`config.mk`:
```
export PLATFORM = sky130hd
export DESIGN_NAME = chaikin_curve_smoother
export DESIGN_NICKNAME = d
export VERILOG_FILES = /design/src/rtl/core/ccs_pkg.sv /design/src/rtl/core/ccs_queue.sv /design/src/rtl/core/ccs_front.sv /design/src/rtl/core/ccs_pass.sv /design/src/rtl/core/chaikin_curve_smoother.sv
export VERILOG_INCLUDE_DIRS = /design/src /design/src/rtl/core
export SDC_FILE = /design/constraint.sdc
export NUM_CORES = 2
export LEC_CHECK = 0
export BUFFER_PORTS_ARGS = -buffer_cell sky130_fd_sc_hd__buf_4
export CORE_UTILIZATION = 60
export DETAILED_ROUTE_END_ITERATION = 7
export PLACE_DENSITY_LB_ADDON = 0.08
export RECOVER_POWER = 100
export SKIP_LAST_GASP = 1
export SLEW_MARGIN = 20
export SYNTH_ARGS = -nofsm -noshare
export SYNTH_HDL_FRONTEND = slang
export SYNTH_HIERARCHICAL = 1
export SYNTH_SLANG_ARGS = --single-unit
```
`constraint.sdc`:
```
create_clock -name clk -period 21.4 [get_ports clk]
set_input_delay 1.07 -clock clk [delete_from_list [all_inputs] [get_ports clk]]
set_output_delay 1.07 -clock clk [all_outputs]
set_load 0.01 [all_outputs]
```
`src/rtl/core/chaikin_curve_smoother_assert.svh`:
```
// ----------------------------------------------------------------------------
// Assertion macros for the Chaikin curve smoother
// Two shorthands for clocked checks; each expects clk and rst_n in scope.
// ----------------------------------------------------------------------------
`ifndef CHAIKIN_CURVE_SMOOTHER_ASSERT_SVH
`define CHAIKIN_CURVE_SMOOTHER_ASSERT_SVH

// A condition that must hold at every clock edge outside reset.
`define CCS_ASSERT_ALWAYS(lbl, cond, msg) \
    lbl: assert property (@(posedge clk) disable iff (!rst_n) (cond)) else $error(msg);

// A consequence that must hold in the cycle after its trigger.
`define CCS_ASSERT_NEXT(lbl, trig, cons, msg) \
    lbl: assert property (@(posedge clk) disable iff (!rst_n) (trig) |=> (cons)) else $error(msg);

`endif

```
`src/rtl/core/ccs_pkg.sv`:
```
// ----------------------------------------------------------------------------
// Chaikin curve smoother package
// Shared widths, the point record, the front state type and the weighting.
// ----------------------------------------------------------------------------
package ccs_pkg;

    localparam int MAX_PASSES  = 4;
    localparam int COORD_BITS  = 32;
    localparam int PASS_BITS   = 3;
    localparam int QUEUE_DEPTH = 4;
    localparam int QPTR_BITS   = $clog2(QUEUE_DEPTH);
    localparam int QCNT_BITS   = $clog2(QUEUE_DEPTH + 1);
    localparam int SLOT_COUNT  = 3;
    localparam int SLOT_BITS   = 2;

    typedef struct packed {
        logic signed [COORD_BITS-1:0] x;
        logic signed [COORD_BITS-1:0] y;
        logic                         last;
        logic                         raw;
    } pt_t;

    typedef enum logic [1:0] {
        FS_IDLE,
        FS_ONE,
        FS_HELD,
        FS_STREAM
    } front_state_t;

    // floor((3a + b) / 4), exact in a two-bit wider sum.
    function automatic logic signed [COORD_BITS-1:0] weigh(
        input logic signed [COORD_BITS-1:0] a,
        input logic signed [COORD_BITS-1:0] b
    );
        logic signed [COORD_BITS+1:0] sum;
        sum = {{2{a[COORD_BITS-1]}}, a}
            + {a[COORD_BITS-1], a, 1'b0}
            + {{2{b[COORD_BITS-1]}}, b};
        return sum[COORD_BITS+1:2];
    endfunction

endpackage

```
`src/rtl/core/ccs_queue.sv`:
```
// ----------------------------------------------------------------------------
// Point queue
// Short first-in first-out buffer between the front part and the passes.
// ----------------------------------------------------------------------------
module ccs_queue
    import ccs_pkg::*;
(
    input  logic clk,
    input  logic rst_n,
    input  logic push_valid,
    input  pt_t  push_pt,
    output logic full,
    output logic pop_valid,
    input  logic pop_ready,
    output pt_t  pop_pt
);

    pt_t                  mem_reg [QUEUE_DEPTH];
    logic [QPTR_BITS-1:0] wr_ptr_reg;
    logic [QPTR_BITS-1:0] wr_ptr_next;
    logic [QPTR_BITS-1:0] rd_ptr_reg;
    logic [QPTR_BITS-1:0] rd_ptr_next;
    logic [QCNT_BITS-1:0] count_reg;
    logic [QCNT_BITS-1:0] count_next;
    logic                 push;
    logic                 pop;

    assign full      = (count_reg == QCNT_BITS'(QUEUE_DEPTH));
    assign pop_valid = (count_reg != '0);
    assign pop_pt    = mem_reg[rd_ptr_reg];
    assign push      = push_valid && !full;
    assign pop       = pop_valid && pop_ready;

    always_comb
    begin
        wr_ptr_next = push ? wr_ptr_reg + 1'b1 : wr_ptr_reg;
        rd_ptr_next = pop ? rd_ptr_reg + 1'b1 : rd_ptr_reg;
        count_next  = count_reg;
        if (push && !pop)
        begin
            count_next = count_reg + 1'b1;
        end
        else if (pop && !push)
        begin
            count_next = count_reg - 1'b1;
        end
    end

    always_ff @(posedge clk or negedge rst_n)
    begin
        if (!rst_n)
        begin
            wr_ptr_reg <= '0;
            rd_ptr_reg <= '0;
            count_reg  <= '0;
        end
        else
        begin
            wr_ptr_reg <= wr_ptr_next;
            rd_ptr_reg <= rd_ptr_next;
            count_reg  <= count_next;
        end
    end

    always_ff @(posedge clk)
    begin
        if (push)
        begin
            mem_reg[wr_ptr_reg] <= push_pt;
        end
    end

endmodule

```
`src/rtl/core/ccs_front.sv`:
```
// ----------------------------------------------------------------------------
// Smoother front part
// Accepts input points, tracks the position in the path and queues work.
// ----------------------------------------------------------------------------
module ccs_front
    import ccs_pkg::*;
(
    input  logic                         clk,
    input  logic                         rst_n,
    input  logic                         in_valid,
    output logic                         in_stall,
    input  logic signed [COORD_BITS-1:0] x_coord,
    input  logic signed [COORD_BITS-1:0] y_coord,
    input  logic                         path_end,
    output logic                         push_valid,
    output pt_t                          push_pt,
    input  logic                         push_full
);

    front_state_t                 state_reg;
    front_state_t                 state_next;
    logic signed [COORD_BITS-1:0] held_x_reg;
    logic signed [COORD_BITS-1:0] held_y_reg;
    logic                         take;
    logic                         hold;

    // The second point waits until a third shows the path goes on.
    assign take = in_valid && !in_stall;
    assign hold = (state_reg == FS_ONE) && take && !path_end;

    always_comb
    begin
        state_next = state_reg;
        unique case (state_reg)
            FS_IDLE:
            begin
                if (take && !path_end)
                begin
                    state_next = FS_ONE;
                end
            end
            FS_ONE:
            begin
                if (take)
                begin
                    state_next = path_end ? FS_IDLE : FS_HELD;
                end
            end
            FS_HELD:
            begin
                if (push_valid)
                begin
                    state_next = FS_STREAM;
                end
            end
            FS_STREAM:
            begin
                if (take && path_end)
                begin
                    state_next = FS_IDLE;
                end
            end
            default:
            begin
                state_next = FS_IDLE;
            end
        endcase
    end

    always_comb
    begin
        in_stall     = push_full || (state_reg == FS_HELD);
        push_valid   = 1'b0;
        push_pt.x    = x_coord;
        push_pt.y    = y_coord;
        push_pt.last = path_end;
        push_pt.raw  = 1'b0;
        unique case (state_reg)
            FS_IDLE, FS_STREAM:
            begin
                push_valid = in_valid && !in_stall;
            end
            FS_ONE:
            begin
                // A two-point path leaves unchanged.
                push_valid  = in_valid && !in_stall && path_end;
                push_pt.raw = 1'b1;
            end
            FS_HELD:
            begin
                push_valid   = in_valid && !push_full;
                push_pt.x    = held_x_reg;
                push_pt.y    = held_y_reg;
                push_pt.last = 1'b0;
            end
            default:
            begin
                push_valid = 1'b0;
            end
        endcase
    end

    always_ff @(posedge clk or negedge rst_n)
    begin
        if (!rst_n)
        begin
            state_reg <= FS_IDLE;
        end
        else
        begin
            state_reg <= state_next;
        end
    end

    always_ff @(posedge clk)
    begin
        if (hold)
        begin
            held_x_reg <= x_coord;
            held_y_reg <= y_coord;
        end
    end

endmodule

```
`src/rtl/core/ccs_pass.sv`:
```
// ----------------------------------------------------------------------------
// Corner-cutting pass
// One refinement level: turns each segment into its quarter points.
// ----------------------------------------------------------------------------
`include "chaikin_curve_smoother_assert.svh"

module ccs_pass
    import ccs_pkg::*;
(
    input  logic clk,
    input  logic rst_n,
    input  logic active,
    input  logic in_valid,
    output logic in_ready,
    input  pt_t  in_pt,
    output logic out_valid,
    input  logic out_ready,
    output pt_t  out_pt
);

    logic                         started_reg;
    logic                         started_next;
    logic signed [COORD_BITS-1:0] prev_x_reg;
    logic signed [COORD_BITS-1:0] prev_y_reg;
    pt_t                          slot_reg [SLOT_COUNT];
    pt_t                          slot_next [SLOT_COUNT];
    logic [SLOT_BITS-1:0]         left_reg;
    logic [SLOT_BITS-1:0]         left_next;
    logic                         take;
    logic                         pop;
    logic                         track;
    logic                         expand;

    // A pass-through point from the front is never smoothed.
    assign track     = active && !in_pt.raw;
    assign expand    = track && started_reg;
    assign out_valid = (left_reg != '0);
    assign out_pt    = slot_reg[0];
    assign in_ready  = (left_reg == '0) || ((left_reg == SLOT_BITS'(1)) && out_ready);
    assign take      = in_valid && in_ready;
    assign pop       = out_valid && out_ready;

    always_comb
    begin
        slot_next = slot_reg;
        left_next = left_reg;
        if (take)
        begin
            if (expand)
            begin
                slot_next[0].x    = weigh(prev_x_reg, in_pt.x);
                slot_next[0].y    = weigh(prev_y_reg, in_pt.y);
                slot_next[0].last = 1'b0;
                slot_next[0].raw  = 1'b0;
                slot_next[1].x    = weigh(in_pt.x, prev_x_reg);
                slot_next[1].y    = weigh(in_pt.y, prev_y_reg);
                slot_next[1].last = 1'b0;
                slot_next[1].raw  = 1'b0;
                slot_next[2].x    = in_pt.x;
                slot_next[2].y    = in_pt.y;
                slot_next[2].last = 1'b1;
                slot_next[2].raw  = 1'b0;
                left_next = in_pt.last ? SLOT_BITS'(3) : SLOT_BITS'(2);
            end
            else
            begin
                slot_next[0] = in_pt;
                left_next    = SLOT_BITS'(1);
            end
        end
        else if (pop)
        begin
            for (int i = 0; i < SLOT_COUNT - 1; i++)
            begin
                slot_next[i] = slot_reg[i + 1];
            end
            left_next = left_reg - 1'b1;
        end
    end

    always_comb
    begin
        started_next = started_reg;
        if (take && in_pt.last)
        begin
            started_next = 1'b0;
        end
        else if (take && track)
        begin
            started_next = 1'b1;
        end
    end

    always_ff @(posedge clk or negedge rst_n)
    begin
        if (!rst_n)
        begin
            started_reg <= 1'b0;
            left_reg    <= '0;
            prev_x_reg  <= '0;
            prev_y_reg  <= '0;
        end
        else
        begin
            started_reg <= started_next;
            left_reg    <= left_next;
            if (take && track)
            begin
                prev_x_reg <= in_pt.x;
                prev_y_reg <= in_pt.y;
            end
        end
    end

    always_ff @(posedge clk)
    begin
        slot_reg <= slot_next;
    end

    `CCS_ASSERT_NEXT(a_pass_single, take && !expand, left_reg == SLOT_BITS'(1), "pass-through point must yield one result")
    `CCS_ASSERT_NEXT(a_pass_split, take && expand, left_reg == ($past(in_pt.last) ? SLOT_BITS'(3) : SLOT_BITS'(2)), "segment must yield its quarter points")
    `CCS_ASSERT_NEXT(a_pass_end_clears, take && in_pt.last, !started_reg, "path end must reset the pass")
    `CCS_ASSERT_NEXT(a_pass_idle_holds, take && !track, $stable(prev_x_reg) && $stable(prev_y_reg), "bypassed pass must keep its last point")

endmodule

```
`src/rtl/core/chaikin_curve_smoother.sv`:
```
// ----------------------------------------------------------------------------
// Chaikin curve smoother
// Streams a polyline through up to four cascaded corner-cutting passes.
// ----------------------------------------------------------------------------
// Points enter one per transfer on the input channel, signed Q16.16, with
// path_end on the last point of each path; the smoothed path leaves one point
// per transfer with out_end on its last point. smoothing_passes (0 to 4,
// larger values act as 4) is written through the cfg channel, which is always
// ready; write it only while the block is idle. With P passes every interior
// point turns into 2^P output points and the output register of the last pass
// delivers one point per cycle while out_stall is low, so the input rate is
// set by the output port; the passes refill their buffers without a bubble.
// The third point of each path is stalled while the held second point is
// queued ahead of it. A four-entry queue lets the input side keep taking
// points while earlier ones are still being refined. The first result of an
// input transfer is registered once by the queue and once by each of the
// four passes, active or not, whatever P is.
// ----------------------------------------------------------------------------
module chaikin_curve_smoother
    import ccs_pkg::*;
(
    input  logic                         clk,
    input  logic                         rst_n,
    input  logic                         cfg_valid,
    output logic                         cfg_ready,
    input  logic [PASS_BITS-1:0]         cfg_data,
    input  logic                         in_valid,
    output logic                         in_stall,
    input  logic signed [COORD_BITS-1:0] x_coord,
    input  logic signed [COORD_BITS-1:0] y_coord,
    input  logic                         path_end,
    output logic                         out_valid,
    input  logic                         out_stall,
    output logic signed [COORD_BITS-1:0] out_x,
    output logic signed [COORD_BITS-1:0] out_y,
    output logic                         out_end
);

    logic [PASS_BITS-1:0] smoothing_passes_reg;
    logic [PASS_BITS-1:0] smoothing_passes_next;
    logic [PASS_BITS-1:0] passes_eff;
    logic                 push_valid;
    pt_t                  push_pt;
    logic                 queue_full;
    logic                 stage_valid [MAX_PASSES + 1];
    logic                 stage_ready [MAX_PASSES + 1];
    pt_t                  stage_pt [MAX_PASSES + 1];
    logic                 stage_active [MAX_PASSES];

    // The configuration register takes every write transfer.
    assign cfg_ready = 1'b1;

    always_comb
    begin
        smoothing_passes_next = smoothing_passes_reg;
        if (cfg_valid && cfg_ready)
        begin
            smoothing_passes_next = cfg_data;
        end
    end

    always_ff @(posedge clk or negedge rst_n)
    begin
        if (!rst_n)
        begin
            smoothing_passes_reg <= '0;
        end
        else
        begin
            smoothing_passes_reg <= smoothing_passes_next;
        end
    end

    // Counts above the number of built passes saturate.
    assign passes_eff = (smoothing_passes_reg > PASS_BITS'(MAX_PASSES))
                      ? PASS_BITS'(MAX_PASSES) : smoothing_passes_reg;

    // The front decides, per input point, what the passes must see: the
    // point itself, the held second point followed by the third, or a
    // pass-through for a path of two points.
    ccs_front u_front (
        .clk        (clk),
        .rst_n      (rst_n),
        .in_valid   (in_valid),
        .in_stall   (in_stall),
        .x_coord    (x_coord),
        .y_coord    (y_coord),
        .path_end   (path_end),
        .push_valid (push_valid),
        .push_pt    (push_pt),
        .push_full  (queue_full)
    );

    ccs_queue u_queue (
        .clk        (clk),
        .rst_n      (rst_n),
        .push_valid (push_valid),
        .push_pt    (push_pt),
        .full       (queue_full),
        .pop_valid  (stage_valid[0]),
        .pop_ready  (stage_ready[0]),
        .pop_pt     (stage_pt[0])
    );

    // Each pass is a stream stage with its own result buffer. A pass at or
    // beyond the active count forwards points unchanged, one for one.
    for (genvar g = 0; g < MAX_PASSES; g++)
    begin : g_pass
        assign stage_active[g] = (PASS_BITS'(g) < passes_eff);

        ccs_pass u_pass (
            .clk       (clk),
            .rst_n     (rst_n),
            .active    (stage_active[g]),
            .in_valid  (stage_valid[g]),
            .in_ready  (stage_ready[g]),
            .in_pt     (stage_pt[g]),
            .out_valid (stage_valid[g + 1]),
            .out_ready (stage_ready[g + 1]),
            .out_pt    (stage_pt[g + 1])
        );
    end

    // The last pass buffer is the output register.
    assign stage_ready[MAX_PASSES] = !out_stall;
    assign out_valid               = stage_valid[MAX_PASSES];
    assign out_x                   = stage_pt[MAX_PASSES].x;
    assign out_y                   = stage_pt[MAX_PASSES].y;
    assign out_end                 = stage_pt[MAX_PASSES].last;

endmodule
```
==> qor.yml <==
place:
  dp_hpwl_um: 144000
  routabilityCongestion: 0.936
  io_buffers: 139
clock_network:
  post-cts-setup-buffer-count: 0
  cts_hold_buf: 0
  cts-buffers-inserted: 153
  cts.sink_count: 1387
  cts.clk_slew.worst_paths_ns: 0.06
  clock_path_buffers: 3
  ctsResizeCount: 0
  htreeDepth: 4
  cts-root-buf: "clkbuf_16"
  cts_tree: "built"
  clk_latency_ns: 0.77
global_route:
  busiest_layer: "met2"
  grt_pass1_vias: 61900
  grtUsageMet1: 0.366
  grt_pass1_wl_um: 327000
  met2_usage: 0.430
  antenna_found_initial: 3
  track_usage: 0.260
  use_met3: 0.0313
  grt_overflow: 0
  grt_max_degree: 90
floorplanning:
  die_area_um2: 155000
  die_h_um: 394
  rows: 143
  boundaryPins: 141
  dieWidth_um: 394
  core_um2: 152000
  initial_core_util: 0.605
routing:
  drtIter0Drc: 4347
  ant_nets: 0
  drt-vias-per-instance: 6.11
  wl_per_cell_um: 20.1
  drtPass1Iterations: 6
  num_vias: 60700
  wirelength_um: 200000
  drc: 0
logic_synthesis:
  synthCells: 7991
  syn-mean-instance-area_um2: 11.5
  synth_nets: 9091
  yosysWarnings: 6
  syn_area_um2: 92000
critical_path:
  cp.arrival_ns: 11.13
  required_ns: 21.71
  cp-start-kind: "flip-flop"
  critPathKind: "reg2reg"
  cp_common_cell: "nand2_1"
  end_kind: "flip-flop"
  crit_fanout: 89
  cp_top_family: "buffers and inverters"
  crit_buf_inv: 5
  worstPathCellList: "inv_1 > ha_1 > inv_1 > nand2_1 > nand2_1 > nand2_1 > nand2_1 > nand2_1 > and2_2 > clkbuf_1 > clkinvlp_2 > clkbuf_1 > or3_1 > o21ai_0 > a21oi_1"
  slowest_delay_ns: 3.68
  crit_slowest_cell: "clkinvlp_2"
layout:
  num_antenna_cells: 0
  syn2layout_area_growth_pct: 5.99
  nets: 8875
  largest_register_ffs: 516
  final_layout_size_suffix_gt1_frac: 0.0906
status:
  failed_checks: "max-capacitance violations, max-slew violations"
  status: "finished, violations left"
sta:
  post-route-period-util: 0.506
  clock.fmax_ghz: 0.0924
  fin_tns_setup_ns: 0
  clock_skew_ns: 0.0303
  drv_slew: 2916
  hold_viol: 0
  setup_violations: 0
  rsz0062_at_grt: "false"
  tightestPinTransition_ns: 5.16
  maxSlewHeadroom: -2.44
  fin_crit_ns: 10.83
worst_hold_path:
  hp-class: "reg2reg"
run:
  cap_viol_max_count: 54
-- per-stage QoR --
stage | worst slack (ns) | instance area (um^2) | std cells | hold WS (ns) | util
finish | 10.57 | 97500 | 9935 | 0.485 | 0.641
global route | 9.52 | 97500 | 9935 | 0.460 | 0.641
CTS | 15.67 | 98200 | 9935 | 0.292 | 0.645
detailed placement | 15.73 | 93000 | 9650 | 0.472 | 0.611
global placement | 15.76 | 93000 | 9650 | 0.464 | 0.611
floorplan | 13.86 | 92000 | 7991 | 0.445 | -
-- metal layers --
metal,routed length (um),vias up,part of all wire
met5,0,-,0
li1,-,28900,-
met1,91200,29900,0.46
met4,4550,0,0.023
met2,94600,1624,0.47
met3,9690,356,0.048
-- layout by cell type (no fill, tap or decap), types with 36 or more instances in the layout --
| cell | count |
|---|---|
| and3_1 | 96 |
| o31ai_1 | 55 |
| o21ai_0 | 588 |
| mux2_2 | 250 |
| clkbuf_4 | 48 |
| or3_1 | 36 |
| a211oi_1 | 48 |
| nor2b_1 | 94 |
| clkbuf_16 | 155 |
| nand2_1 | 769 |
| inv_1 | 142 |
| nor2_1 | 391 |
| mux2_1 | 67 |
| o211ai_1 | 37 |
| nand3_1 | 153 |
| nand4_1 | 45 |
| xor2_1 | 215 |
| mux4_2 | 66 |
| a21o_1 | 280 |
| o21a_1 | 78 |
| xnor2_1 | 205 |
| ha_1 | 513 |
| nor3_1 | 61 |
| edfxtp_1 | 1107 |
| a31oi_1 | 123 |
| a21oi_1 | 654 |
| dfrtp_1 | 279 |
| clkbuf_1 | 157 |
| nand2b_1 | 61 |
| fa_1 | 513 |
-- area by class of cell --
cell class              instances  area [um^2]
inverters                     148          562
well taps                    2030         2540
multi-input cells            5895        48000
repair buffers                190          953
flip-flops and latches       1387        40200
clock buffers                 201         4200
clock inverters                84         1000
fillers                     11900        54600
-- path summary, 6_finish.rpt --
check	depth (start not counted)	slack [ns]	from	end
worst max-delay path	15	10.57	g_pass[3].u_pass/left_reg[0]$_DFFE_PN0P_	g_pass[1].u_pass/out_pt[64]$_DFFE_PP_
worst min register to register	1	0.49	u_queue/count_reg[2]$_DFFE_PN0P_	u_queue/count_reg[2]$_DFFE_PN0P_
worst max register to register	15	10.57	g_pass[3].u_pass/left_reg[0]$_DFFE_PN0P_	g_pass[1].u_pass/out_pt[64]$_DFFE_PP_
min in group asynchronous	1	2.18	rst_n	g_pass[0].u_pass/prev_y_reg[4]$_DFFE_PN0P_
max in group asynchronous	3	11.34	rst_n	g_pass[2].u_pass/prev_x_reg[27]$_DFFE_PN0P_
worst min-delay path	1	0.49	u_queue/count_reg[2]$_DFFE_PN0P_	u_queue/count_reg[2]$_DFFE_PN0P_
-- worst reg2reg max path, cell delays in order (launching register included) --
cell and delay [ns]:
dfrtp_1 0.41, inv_1 0.08, ha_1 0.16, inv_1 0.07, nand2_1 0.16, nand2_1 0.07, nand2_1 0.20, nand2_1 0.08
nand2_1 0.22, and2_2 0.20, clkbuf_1 2.25, clkinvlp_2 3.69, clkbuf_1 1.76, or3_1 0.81, o21ai_0 0.11, a21oi_1 0.10
Power is left out: the tool's default activity adds up to more than one toggle a clock period on the data nets, which glitch-free logic cannot reach.
